<file path="config.mk">
export PLATFORM = sky130hd
export DESIGN_NAME = uart_frame_receiver
export DESIGN_NICKNAME = d
export VERILOG_FILES = /design/src/hw/rtl/ufr_pkg.sv /design/src/hw/rtl/ufr_front.sv /design/src/hw/rtl/ufr_queue.sv /design/src/hw/rtl/ufr_back.sv /design/src/hw/rtl/uart_frame_receiver.sv
export SDC_FILE = /design/constraint.sdc
export NUM_CORES = 1
export LEC_CHECK = 0
export ABC_AREA = 1
export BUFFER_PORTS_ARGS = -buffer_cell sky130_fd_sc_hd__buf_2
export CORE_ASPECT_RATIO = 1.4
export CORE_MARGIN = 3
export CORE_UTILIZATION = 35
export CTS_BUF_LIST = sky130_fd_sc_hd__clkbuf_8
export DETAILED_ROUTE_END_ITERATION = 7
export MAX_ROUTING_LAYER = met4
export REMOVE_ABC_BUFFERS = 1
export SYNTH_ARGS = -nofsm -noshare
export SYNTH_HDL_FRONTEND = slang
export SYNTH_SLANG_ARGS = --single-unit
</file>
<file path="constraint.sdc">
create_clock -name clock -period 6.4 [get_ports clock]
set_input_delay 1.28 -clock clock [delete_from_list [all_inputs] [get_ports clock]]
set_output_delay 1.28 -clock clock [all_outputs]
set_load 0.005 [all_outputs]
</file>
<file path="src/hw/rtl/ufr_pkg.sv">
// Shared types and constants of the UART frame receiver.
// Used by every module of the block; depends on nothing else.
`timescale 1ns / 1ps
`default_nettype none

package ufr_pkg;

   // Event codes on the input channel.
   localparam logic [1:0] CMD_BYTE    = 2'd0;
   localparam logic [1:0] CMD_TIMEOUT = 2'd1;
   localparam logic [1:0] CMD_ERROR   = 2'd2;
   localparam logic [1:0] CMD_UNUSED  = 2'd3;

   // Result kinds.
   localparam logic [2:0] KIND_BYTE  = 3'd0;
   localparam logic [2:0] KIND_GOOD  = 3'd1;
   localparam logic [2:0] KIND_BAD   = 3'd2;
   localparam logic [2:0] KIND_EMPTY = 3'd3;
   localparam logic [2:0] KIND_LOST  = 3'd4;

   // Configuration register indexes.
   localparam logic [1:0] REG_START_BYTE     = 2'd0;
   localparam logic [1:0] REG_PAYLOAD_LENGTH = 2'd1;
   localparam logic [1:0] REG_TIMEOUT_LIMIT  = 2'd2;
   localparam logic [1:0] REG_EMPTY_LIMIT    = 2'd3;

   // Longest payload a frame may carry.
   localparam logic [7:0] MAX_PAYLOAD = 8'd255;

   // Queue between the front and back parts.
   localparam int unsigned QUEUE_DEPTH = 2;
   localparam int unsigned QUEUE_PTR_W = (QUEUE_DEPTH > 1) ? $clog2(QUEUE_DEPTH) : 1;
   localparam int unsigned QUEUE_CNT_W = $clog2(QUEUE_DEPTH + 1);

   typedef struct packed {
      logic [1:0] command;
      logic [7:0] rx_byte;
   } req_type;

   typedef struct packed {
      logic [2:0] kind;
      logic [7:0] data_out;
      logic [7:0] byte_index;
   } rsp_type;

   typedef struct packed {
      logic [7:0] start_byte;
      logic [7:0] payload_length;
      logic [7:0] timeout_limit;
      logic [7:0] empty_limit;
   } cfg_type;

   // A classified event as it travels through the queue.
   typedef struct packed {
      logic [1:0] command;
      logic [7:0] rx_byte;
      logic       is_start;
   } op_type;

endpackage

`default_nettype wire

</file>
<file path="src/hw/rtl/ufr_front.sv">
// Front part of the UART frame receiver: accepts line events and classifies them.
// Depends on ufr_pkg; feeds ufr_queue.
`timescale 1ns / 1ps
`default_nettype none

module ufr_front (
   input  wire  ufr_pkg::req_type req_data,
   input  wire                    req_valid,
   output logic                   req_stall,
   input  wire  [7:0]             start_byte,
   input  wire                    queue_full,
   output logic                   push,
   output ufr_pkg::op_type        push_op
);

   logic take;

   assign req_stall = queue_full;
   assign take      = req_valid && !queue_full;

   // The unused event code is taken and dropped here; it has no effect.
   assign push = take && (req_data.command != ufr_pkg::CMD_UNUSED);

   always_comb begin
      push_op.command  = req_data.command;
      push_op.rx_byte  = req_data.rx_byte;
      push_op.is_start = (req_data.rx_byte == start_byte);
   end

endmodule

`default_nettype wire

</file>
<file path="src/hw/rtl/ufr_queue.sv">
// Short queue of classified events between the front and back parts.
// Depends on ufr_pkg.
`timescale 1ns / 1ps
`default_nettype none

module ufr_queue (
   input  wire                    clock,
   input  wire                    reset,
   input  wire                    push,
   input  wire  ufr_pkg::op_type  push_op,
   output logic                   full,
   input  wire                    pop,
   output ufr_pkg::op_type        pop_op,
   output logic                   empty
);

   localparam int unsigned PtrW = ufr_pkg::QUEUE_PTR_W;
   localparam int unsigned CntW = ufr_pkg::QUEUE_CNT_W;
   localparam logic [PtrW-1:0] LastPtr = PtrW'(ufr_pkg::QUEUE_DEPTH - 1);

   ufr_pkg::op_type entry_ff [ufr_pkg::QUEUE_DEPTH];
   logic [PtrW-1:0] wr_ptr_ff, wr_ptr_in;
   logic [PtrW-1:0] rd_ptr_ff, rd_ptr_in;
   logic [CntW-1:0] count_ff, count_in;
   logic            do_push;
   logic            do_pop;

   assign full    = (count_ff == CntW'(ufr_pkg::QUEUE_DEPTH));
   assign empty   = (count_ff == '0);
   assign do_push = push && !full;
   assign do_pop  = pop && !empty;
   assign pop_op  = entry_ff[rd_ptr_ff];

   always_comb begin
      wr_ptr_in = wr_ptr_ff;
      rd_ptr_in = rd_ptr_ff;
      count_in  = count_ff;
      if (do_push) begin
         wr_ptr_in = (wr_ptr_ff == LastPtr) ? '0 : wr_ptr_ff + 1'b1;
      end
      if (do_pop) begin
         rd_ptr_in = (rd_ptr_ff == LastPtr) ? '0 : rd_ptr_ff + 1'b1;
      end
      if (do_push && !do_pop) begin
         count_in = count_ff + 1'b1;
      end else if (do_pop && !do_push) begin
         count_in = count_ff - 1'b1;
      end
   end

   always_ff @(posedge clock) begin
      if (reset) begin
         wr_ptr_ff <= '0;
         rd_ptr_ff <= '0;
         count_ff  <= '0;
      end else begin
         wr_ptr_ff <= wr_ptr_in;
         rd_ptr_ff <= rd_ptr_in;
         count_ff  <= count_in;
      end
   end

   always_ff @(posedge clock) begin
      if (do_push) begin
         entry_ff[wr_ptr_ff] <= push_op;
      end
   end

endmodule

`default_nettype wire

</file>
<file path="src/hw/rtl/ufr_back.sv">
// Back part of the UART frame receiver: frame state machine, link counters and
// the registered result stage. Depends on ufr_pkg; drains ufr_queue.
`timescale 1ns / 1ps
`default_nettype none

module ufr_back (
   input  wire                    clock,
   input  wire                    reset,
   input  wire  ufr_pkg::cfg_type cfg,
   input  wire                    queue_empty,
   input  wire  ufr_pkg::op_type  op,
   output logic                   pop,
   output logic                   rsp_valid,
   input  wire                    rsp_stall,
   output ufr_pkg::rsp_type       rsp_data
);

   typedef enum logic [1:0] {
      PH_HUNT,
      PH_PAYLOAD,
      PH_CHECK
   } phase_type;

   phase_type        phase_ff, phase_in;
   logic [7:0]       byte_count_ff, byte_count_in;
   logic [7:0]       running_sum_ff, running_sum_in;
   logic [7:0]       timeout_count_ff, timeout_count_in;
   logic [7:0]       empty_count_ff, empty_count_in;
   logic             rsp_valid_ff, rsp_valid_in;
   ufr_pkg::rsp_type rsp_data_ff, rsp_data_in;

   logic [7:0] frame_len;
   logic [7:0] count_next;
   logic [8:0] timeout_next;
   logic [8:0] empty_next;
   logic       out_free;

   assign rsp_valid = rsp_valid_ff;
   assign rsp_data  = rsp_data_ff;

   // An event is carried out only when the result register can take its result.
   assign out_free = !rsp_valid_ff || !rsp_stall;
   assign pop      = !queue_empty && out_free;

   assign frame_len    = (cfg.payload_length > ufr_pkg::MAX_PAYLOAD) ?
                         ufr_pkg::MAX_PAYLOAD : cfg.payload_length;
   assign count_next   = byte_count_ff + 8'd1;
   assign timeout_next = {1'b0, timeout_count_ff} + 9'd1;
   assign empty_next   = {1'b0, empty_count_ff} + 9'd1;

   always_comb begin
      phase_in         = phase_ff;
      byte_count_in    = byte_count_ff;
      running_sum_in   = running_sum_ff;
      timeout_count_in = timeout_count_ff;
      empty_count_in   = empty_count_ff;
      rsp_valid_in     = rsp_valid_ff && rsp_stall;
      rsp_data_in      = rsp_data_ff;

      if (pop) begin
         rsp_data_in.data_out   = '0;
         rsp_data_in.byte_index = '0;
         case (op.command)
            ufr_pkg::CMD_BYTE: begin
               timeout_count_in = '0;
               empty_count_in   = '0;
               case (phase_ff)
                  PH_PAYLOAD: begin
                     running_sum_in         = running_sum_ff + op.rx_byte;
                     byte_count_in          = count_next;
                     if (count_next >= frame_len) begin
                        phase_in = PH_CHECK;
                     end
                     rsp_valid_in           = 1'b1;
                     rsp_data_in.kind       = ufr_pkg::KIND_BYTE;
                     rsp_data_in.data_out   = op.rx_byte;
                     rsp_data_in.byte_index = byte_count_ff;
                  end
                  PH_CHECK: begin
                     phase_in         = PH_HUNT;
                     byte_count_in    = '0;
                     running_sum_in   = '0;
                     rsp_valid_in     = 1'b1;
                     rsp_data_in.kind = (op.rx_byte == running_sum_ff) ?
                                        ufr_pkg::KIND_GOOD : ufr_pkg::KIND_BAD;
                  end
                  default: begin
                     phase_in = PH_HUNT;
                     if (op.is_start) begin
                        byte_count_in  = '0;
                        running_sum_in = '0;
                        phase_in       = (frame_len == '0) ? PH_CHECK : PH_PAYLOAD;
                     end
                  end
               endcase
            end
            ufr_pkg::CMD_TIMEOUT: begin
               phase_in       = PH_HUNT;
               byte_count_in  = '0;
               running_sum_in = '0;
               rsp_valid_in   = 1'b1;
               if (timeout_next > {1'b0, cfg.timeout_limit}) begin
                  timeout_count_in = '0;
                  empty_count_in   = '0;
                  rsp_data_in.kind = ufr_pkg::KIND_LOST;
               end else begin
                  timeout_count_in = timeout_next[7:0];
                  if (empty_next > {1'b0, cfg.empty_limit}) begin
                     empty_count_in   = '0;
                     rsp_data_in.kind = ufr_pkg::KIND_LOST;
                  end else begin
                     empty_count_in   = empty_next[7:0];
                     rsp_data_in.kind = ufr_pkg::KIND_EMPTY;
                  end
               end
            end
            ufr_pkg::CMD_ERROR: begin
               timeout_count_in = '0;
               empty_count_in   = '0;
               phase_in         = PH_HUNT;
               byte_count_in    = '0;
               running_sum_in   = '0;
               rsp_valid_in     = 1'b1;
               rsp_data_in.kind = ufr_pkg::KIND_LOST;
            end
            default: begin
               // The unused code never reaches the queue.
            end
         endcase
      end
   end

   always_ff @(posedge clock) begin
      if (reset) begin
         phase_ff         <= PH_HUNT;
         byte_count_ff    <= '0;
         running_sum_ff   <= '0;
         timeout_count_ff <= '0;
         empty_count_ff   <= '0;
         rsp_valid_ff     <= 1'b0;
      end else begin
         phase_ff         <= phase_in;
         byte_count_ff    <= byte_count_in;
         running_sum_ff   <= running_sum_in;
         timeout_count_ff <= timeout_count_in;
         empty_count_ff   <= empty_count_in;
         rsp_valid_ff     <= rsp_valid_in;
      end
      rsp_data_ff <= rsp_data_in;
   end

endmodule

`default_nettype wire

</file>
<file path="src/hw/rtl/uart_frame_receiver.sv">
// Top level of the UART frame receiver: configuration registers and the
// front, queue and back parts. Depends on ufr_pkg, ufr_front, ufr_queue, ufr_back.
//
//   Port group  Direction  Handshake           Carries
//   req_        in         req_valid/req_stall  ufr_pkg::req_type (command, rx_byte)
//   rsp_        out        rsp_valid/rsp_stall  ufr_pkg::rsp_type (kind, data_out, byte_index)
//   csr_        in         csr_write_enable     register index and 8-bit data
//
// One event is taken per cycle while req_stall is low; unless it has the unused code, it is
// written into the two-entry queue, and the back part pops it and registers its result, if
// any, in the result register that drives rsp_. The back part carries out one event per cycle,
// bounded by the result register. Reset is synchronous and returns the frame hunt, counters
// and registers to their defaults. A stall on rsp_ fills the queue and then raises req_stall.
`timescale 1ns / 1ps
`default_nettype none

module uart_frame_receiver (
   input  wire                    clock,
   input  wire                    reset,
   input  wire                    req_valid,
   output logic                   req_stall,
   input  wire  ufr_pkg::req_type req_data,
   output logic                   rsp_valid,
   input  wire                    rsp_stall,
   output ufr_pkg::rsp_type       rsp_data,
   input  wire                    csr_write_enable,
   input  wire  [1:0]             csr_index,
   input  wire  [7:0]             csr_write_data
);

   ufr_pkg::cfg_type cfg_ff, cfg_in;
   ufr_pkg::op_type  push_op;
   ufr_pkg::op_type  pop_op;
   logic             push;
   logic             pop;
   logic             queue_full;
   logic             queue_empty;

   always_comb begin
      cfg_in = cfg_ff;
      if (csr_write_enable) begin
         case (csr_index)
            ufr_pkg::REG_START_BYTE:     cfg_in.start_byte     = csr_write_data;
            ufr_pkg::REG_PAYLOAD_LENGTH: cfg_in.payload_length = csr_write_data;
            ufr_pkg::REG_TIMEOUT_LIMIT:  cfg_in.timeout_limit  = csr_write_data;
            ufr_pkg::REG_EMPTY_LIMIT:    cfg_in.empty_limit    = csr_write_data;
            default:                     cfg_in = cfg_ff;
         endcase
      end
   end

   always_ff @(posedge clock) begin
      if (reset) begin
         cfg_ff.start_byte     <= 8'd0;
         cfg_ff.payload_length <= 8'd8;
         cfg_ff.timeout_limit  <= 8'd10;
         cfg_ff.empty_limit    <= 8'd10;
      end else begin
         cfg_ff <= cfg_in;
      end
   end

   ufr_front u_front (
      .req_data   (req_data),
      .req_valid  (req_valid),
      .req_stall  (req_stall),
      .start_byte (cfg_ff.start_byte),
      .queue_full (queue_full),
      .push       (push),
      .push_op    (push_op)
   );

   ufr_queue u_queue (
      .clock   (clock),
      .reset   (reset),
      .push    (push),
      .push_op (push_op),
      .full    (queue_full),
      .pop     (pop),
      .pop_op  (pop_op),
      .empty   (queue_empty)
   );

   ufr_back u_back (
      .clock       (clock),
      .reset       (reset),
      .cfg         (cfg_ff),
      .queue_empty (queue_empty),
      .op          (pop_op),
      .pop         (pop),
      .rsp_valid   (rsp_valid),
      .rsp_stall   (rsp_stall),
      .rsp_data    (rsp_data)
   );

endmodule

`default_nettype wire

</file>
==> impl_results.md <==
* Outcome: finished, final reports clean
* P_leak at around 2.8 nW
* Crit path launch type: register
* Total gr overflow at 0
* Vias in the first global route at 4386
* Worst Hold Path Cells at 1
* Via density per instance at 4.83
* Clk root buf: clkbuf_8
* # rows at between 50 and 60
* # diodes at 0
* IO Pins at 46
* Gr usage total at 15.9%
* Die X at ~110 microns
* Post CTS Setup Buffer Count at 0
* Seq/Total Area, Yosys at around 47%
* Peak VDD IR at between 0.1 and 0.15 mV
* Arrival time at the worst endpoint at 3.04 ns
* DRC marker count from the first detailed-route iteration at ~210
* Slowest-stage cell, CP: dfxtp_1
* Seq cells post-synth at between 100 and 150
* Wirelength per Cell at between 10 and 15 microns
* Dpl ws at 3.34 ns
* Headroom to the max-slew limit at 31.6%
* Die Ht at around 160 microns
* Final setup violation count at 0
* Cell depth of the worst flop-to-flop path at 14
* Final period util at 44.7%
* Critical-path cell list: ha_1 > nand2_1 > nor2_1 > nand3_1 > xor2_1 > inv_1 > ha_1 > a21o_1 > a21oi_1 > nand2_1 > a21oi_2 > nand2_1 > nand2_1 > a21oi_1
* R2R Setup Slk at about 3.5 ns
* Endpoint with the worst hold slack: u_queue.rd_ptr_ff$_SDFFE_PP0P_
* Max Cap Viol at 0
* DRC Markers at 0
* Total CTS buffers at 17
* Endpoints failing hold at 0
* Core footprint at 15700 sq um
* CP top delay family: compound AO/OA/AOI/OAI gates
* Crit Path Max Fanout at 9
* Most common cell after layout, fill and taps aside: nand2_1
* Wire length of the first global-routing pass at between 20000 and 25000 microns
* Critical path class: register to register
* Crit. End Element: register
* Fmax at approximately 0.35 GHz
* Min-Delay Startpoint: u_queue.rd_ptr_ff$_SDFFE_PP0P_
* PnR worst setup slack at ~3.5 ns
* Reg-to-reg endpoint: u_back.rsp_data[18]$_DFFE_PP_
* Area of the mapped netlist at about 5700 sq um
* Setup tns final at 0 ns
* Unrepaired setup endpoints after global routing: no
* CTS H-tree lvls at 4
* Nets at just under 800
* Fin. max-slew vios at 0
* CTS tree: yes
* Netlist cell types at 40
* R2r startpoint: u_back.empty_count_ff[0]$_SDFFE_PP0P_
* Die area at between 15000 and 20000 sq um
* Worst Max-Slew Pin Slew at 1.02 ns
* Layout cell share with drive strength beyond 1 at between 10% and 20%
* Initial Utilization at between 30% and 40%
* Detail Route Antenna Nets at 0
* Post-Syn Instances at ~680
* Syn-to-layout area delta at 13.7%
* Crit path top cell by count: nand2_1
* Synth warn at 0
* Clk_skew at ~0.011 ns
* Worst-Skew Late Latency at 0.43 ns
* Via count at roughly 4500
* Final min period at about 2.9 ns
* Worst path max stage delay at roughly 0.41 ns
* Average size of a mapped cell at 8.43 sq um
* Clk slew on worst S/H paths at 0.07 ns
* Port Buf Inserts at 45
* Post-DP HPWL at approximately 9600 microns
* # clock sinks at roughly 110
* Worst Path Buf+Inv at 1
* Post-cts sizing count at 0
* Pwr dens at 332 nW/um^2
* First-pass DRT Iterations at 5
* Commonest cells after routing, fill and taps aside: nand2_1 (122), inv_1 (78), a21oi_1 (77)
* Largest net degree at the start of global routing at 37
* HP Class: register to register
* Max clock buf depth at 2
* # fillers at around 1600
* WP data required at 6.58 ns
* Initial antenna violation count at 0
* Drt total wl at 12900 microns
* Post-layout util at about two fifths
* Routability Congestion at approximately 0.8
* Hold_buf cts at 0
==> worst max path at each step <==
stage                                               start  depth (start not counted)                                     to
floorplan                                     req_data[8]                          5       u_queue.entry_ff[1][0]$_DFFE_PP_
global placement                                    reset                          4                               register
detailed placement                                  reset                          4                               register
CTS                                              register                         10  u_back.running_sum_ff[6]$_SDFFE_PP0P_
global route                                     register                         10  u_back.running_sum_ff[6]$_SDFFE_PP0P_
finish              u_back.empty_count_ff[0]$_SDFFE_PP0P_                         14          u_back.rsp_data[18]$_DFFE_PP_
==> power by group <==
part | internal, mW | switching, mW | total, mW
logic | 0.172 | 0.391 | 0.564
clock network | 0.349 | 0.312 | 0.661
registers | 0.875 | 0.0447 | 0.919
total | 1.40 | 0.748 | 2.14
==> per-layer routing <==
layer  wire (microns)  GRT usage (%)  vias up
met4              441           7.16        0
met3              437           3.64       28
met5                0              -        -
li1                 -              -     2341
met1             5470           17.7     2045
met2             6540           27.1       82
==> synthesized netlist by cell type, drive strengths merged <==
library cell    n  area, sq um
nand2         128          500
inv            81          304
a21oi          78          394
dfxtp          72         1440
nor2           72          293
o21ai          45          240
edfxtp         41         1230
ha             41          513
nand3          37          195
xor2           14          123
clkbuf         12         45.0
xnor2          12          105
nand4           7         43.8
nor3            7         40.0
or2             6         37.5
buf             5         45.0
a21o            4         30.0
o211ai          3         22.5
nand3b          2         15.0
a211oi          1         7.51
a22oi           1         7.51
a32oi           1         8.76
and3            1         6.26
fa              1         20.0
nor4            1         6.26
o21a            1         7.51
o22ai           1         6.26
==> registers in the layout (all words and copies together), names as in the netlist, named ones only <==
register,count
u_back.running_sum_ff,8
cfg_ff,32
u_queue.entry_ff,22
u_back.phase_ff,2
u_back.byte_count_ff,8
u_back.rsp_data,19
u_queue.rd_ptr_ff,1
u_back.empty_count_ff,8
u_back.rsp_valid,1
u_queue.count_ff,2
u_back.timeout_count_ff,8
u_queue.wr_ptr_ff,1
==> cell type report <==
type | count | area [sq um] | share of cell area (%)
repair buffers | 45 | 225 | 3.48
flip-flops and latches | 113 | 2670 | 41.3
well taps | 196 | 245 | 3.79
multi-input cells | 464 | 2620 | 40.6
clock inverters | 15 | 163 | 2.52
clock buffers | 17 | 234 | 3.62
inverters | 81 | 304 | 4.70
==> stage by stage <==
step	hold WS (ns)	std cells	cell area (sq um)	total power, mW
floorplan	0.426	658	5600	1.30
global placement	0.438	899	6070	1.51
detailed placement	0.445	899	6070	1.51
CTS	0.455	931	6470	2.18
global route	0.483	931	6470	2.30
finish	0.455	931	6470	2.14
==> cell families (layout without fill, tap and decap cells) <==
logic type               count (synthesis)  count (layout)  synth area share [%]
buffers and inverters                   98             158                  6.93
flip-flops                             113             113                  47.0
AO/OA/AOI/OAI                          135             135                  12.7
AND/OR/NAND/NOR                        261             261                  20.0
adder cells (fa/ha/maj)                 42              42                  9.37
XOR/XNOR                                26              26                  4.00
No activity file was read; power rests on OpenSTA's default activity.
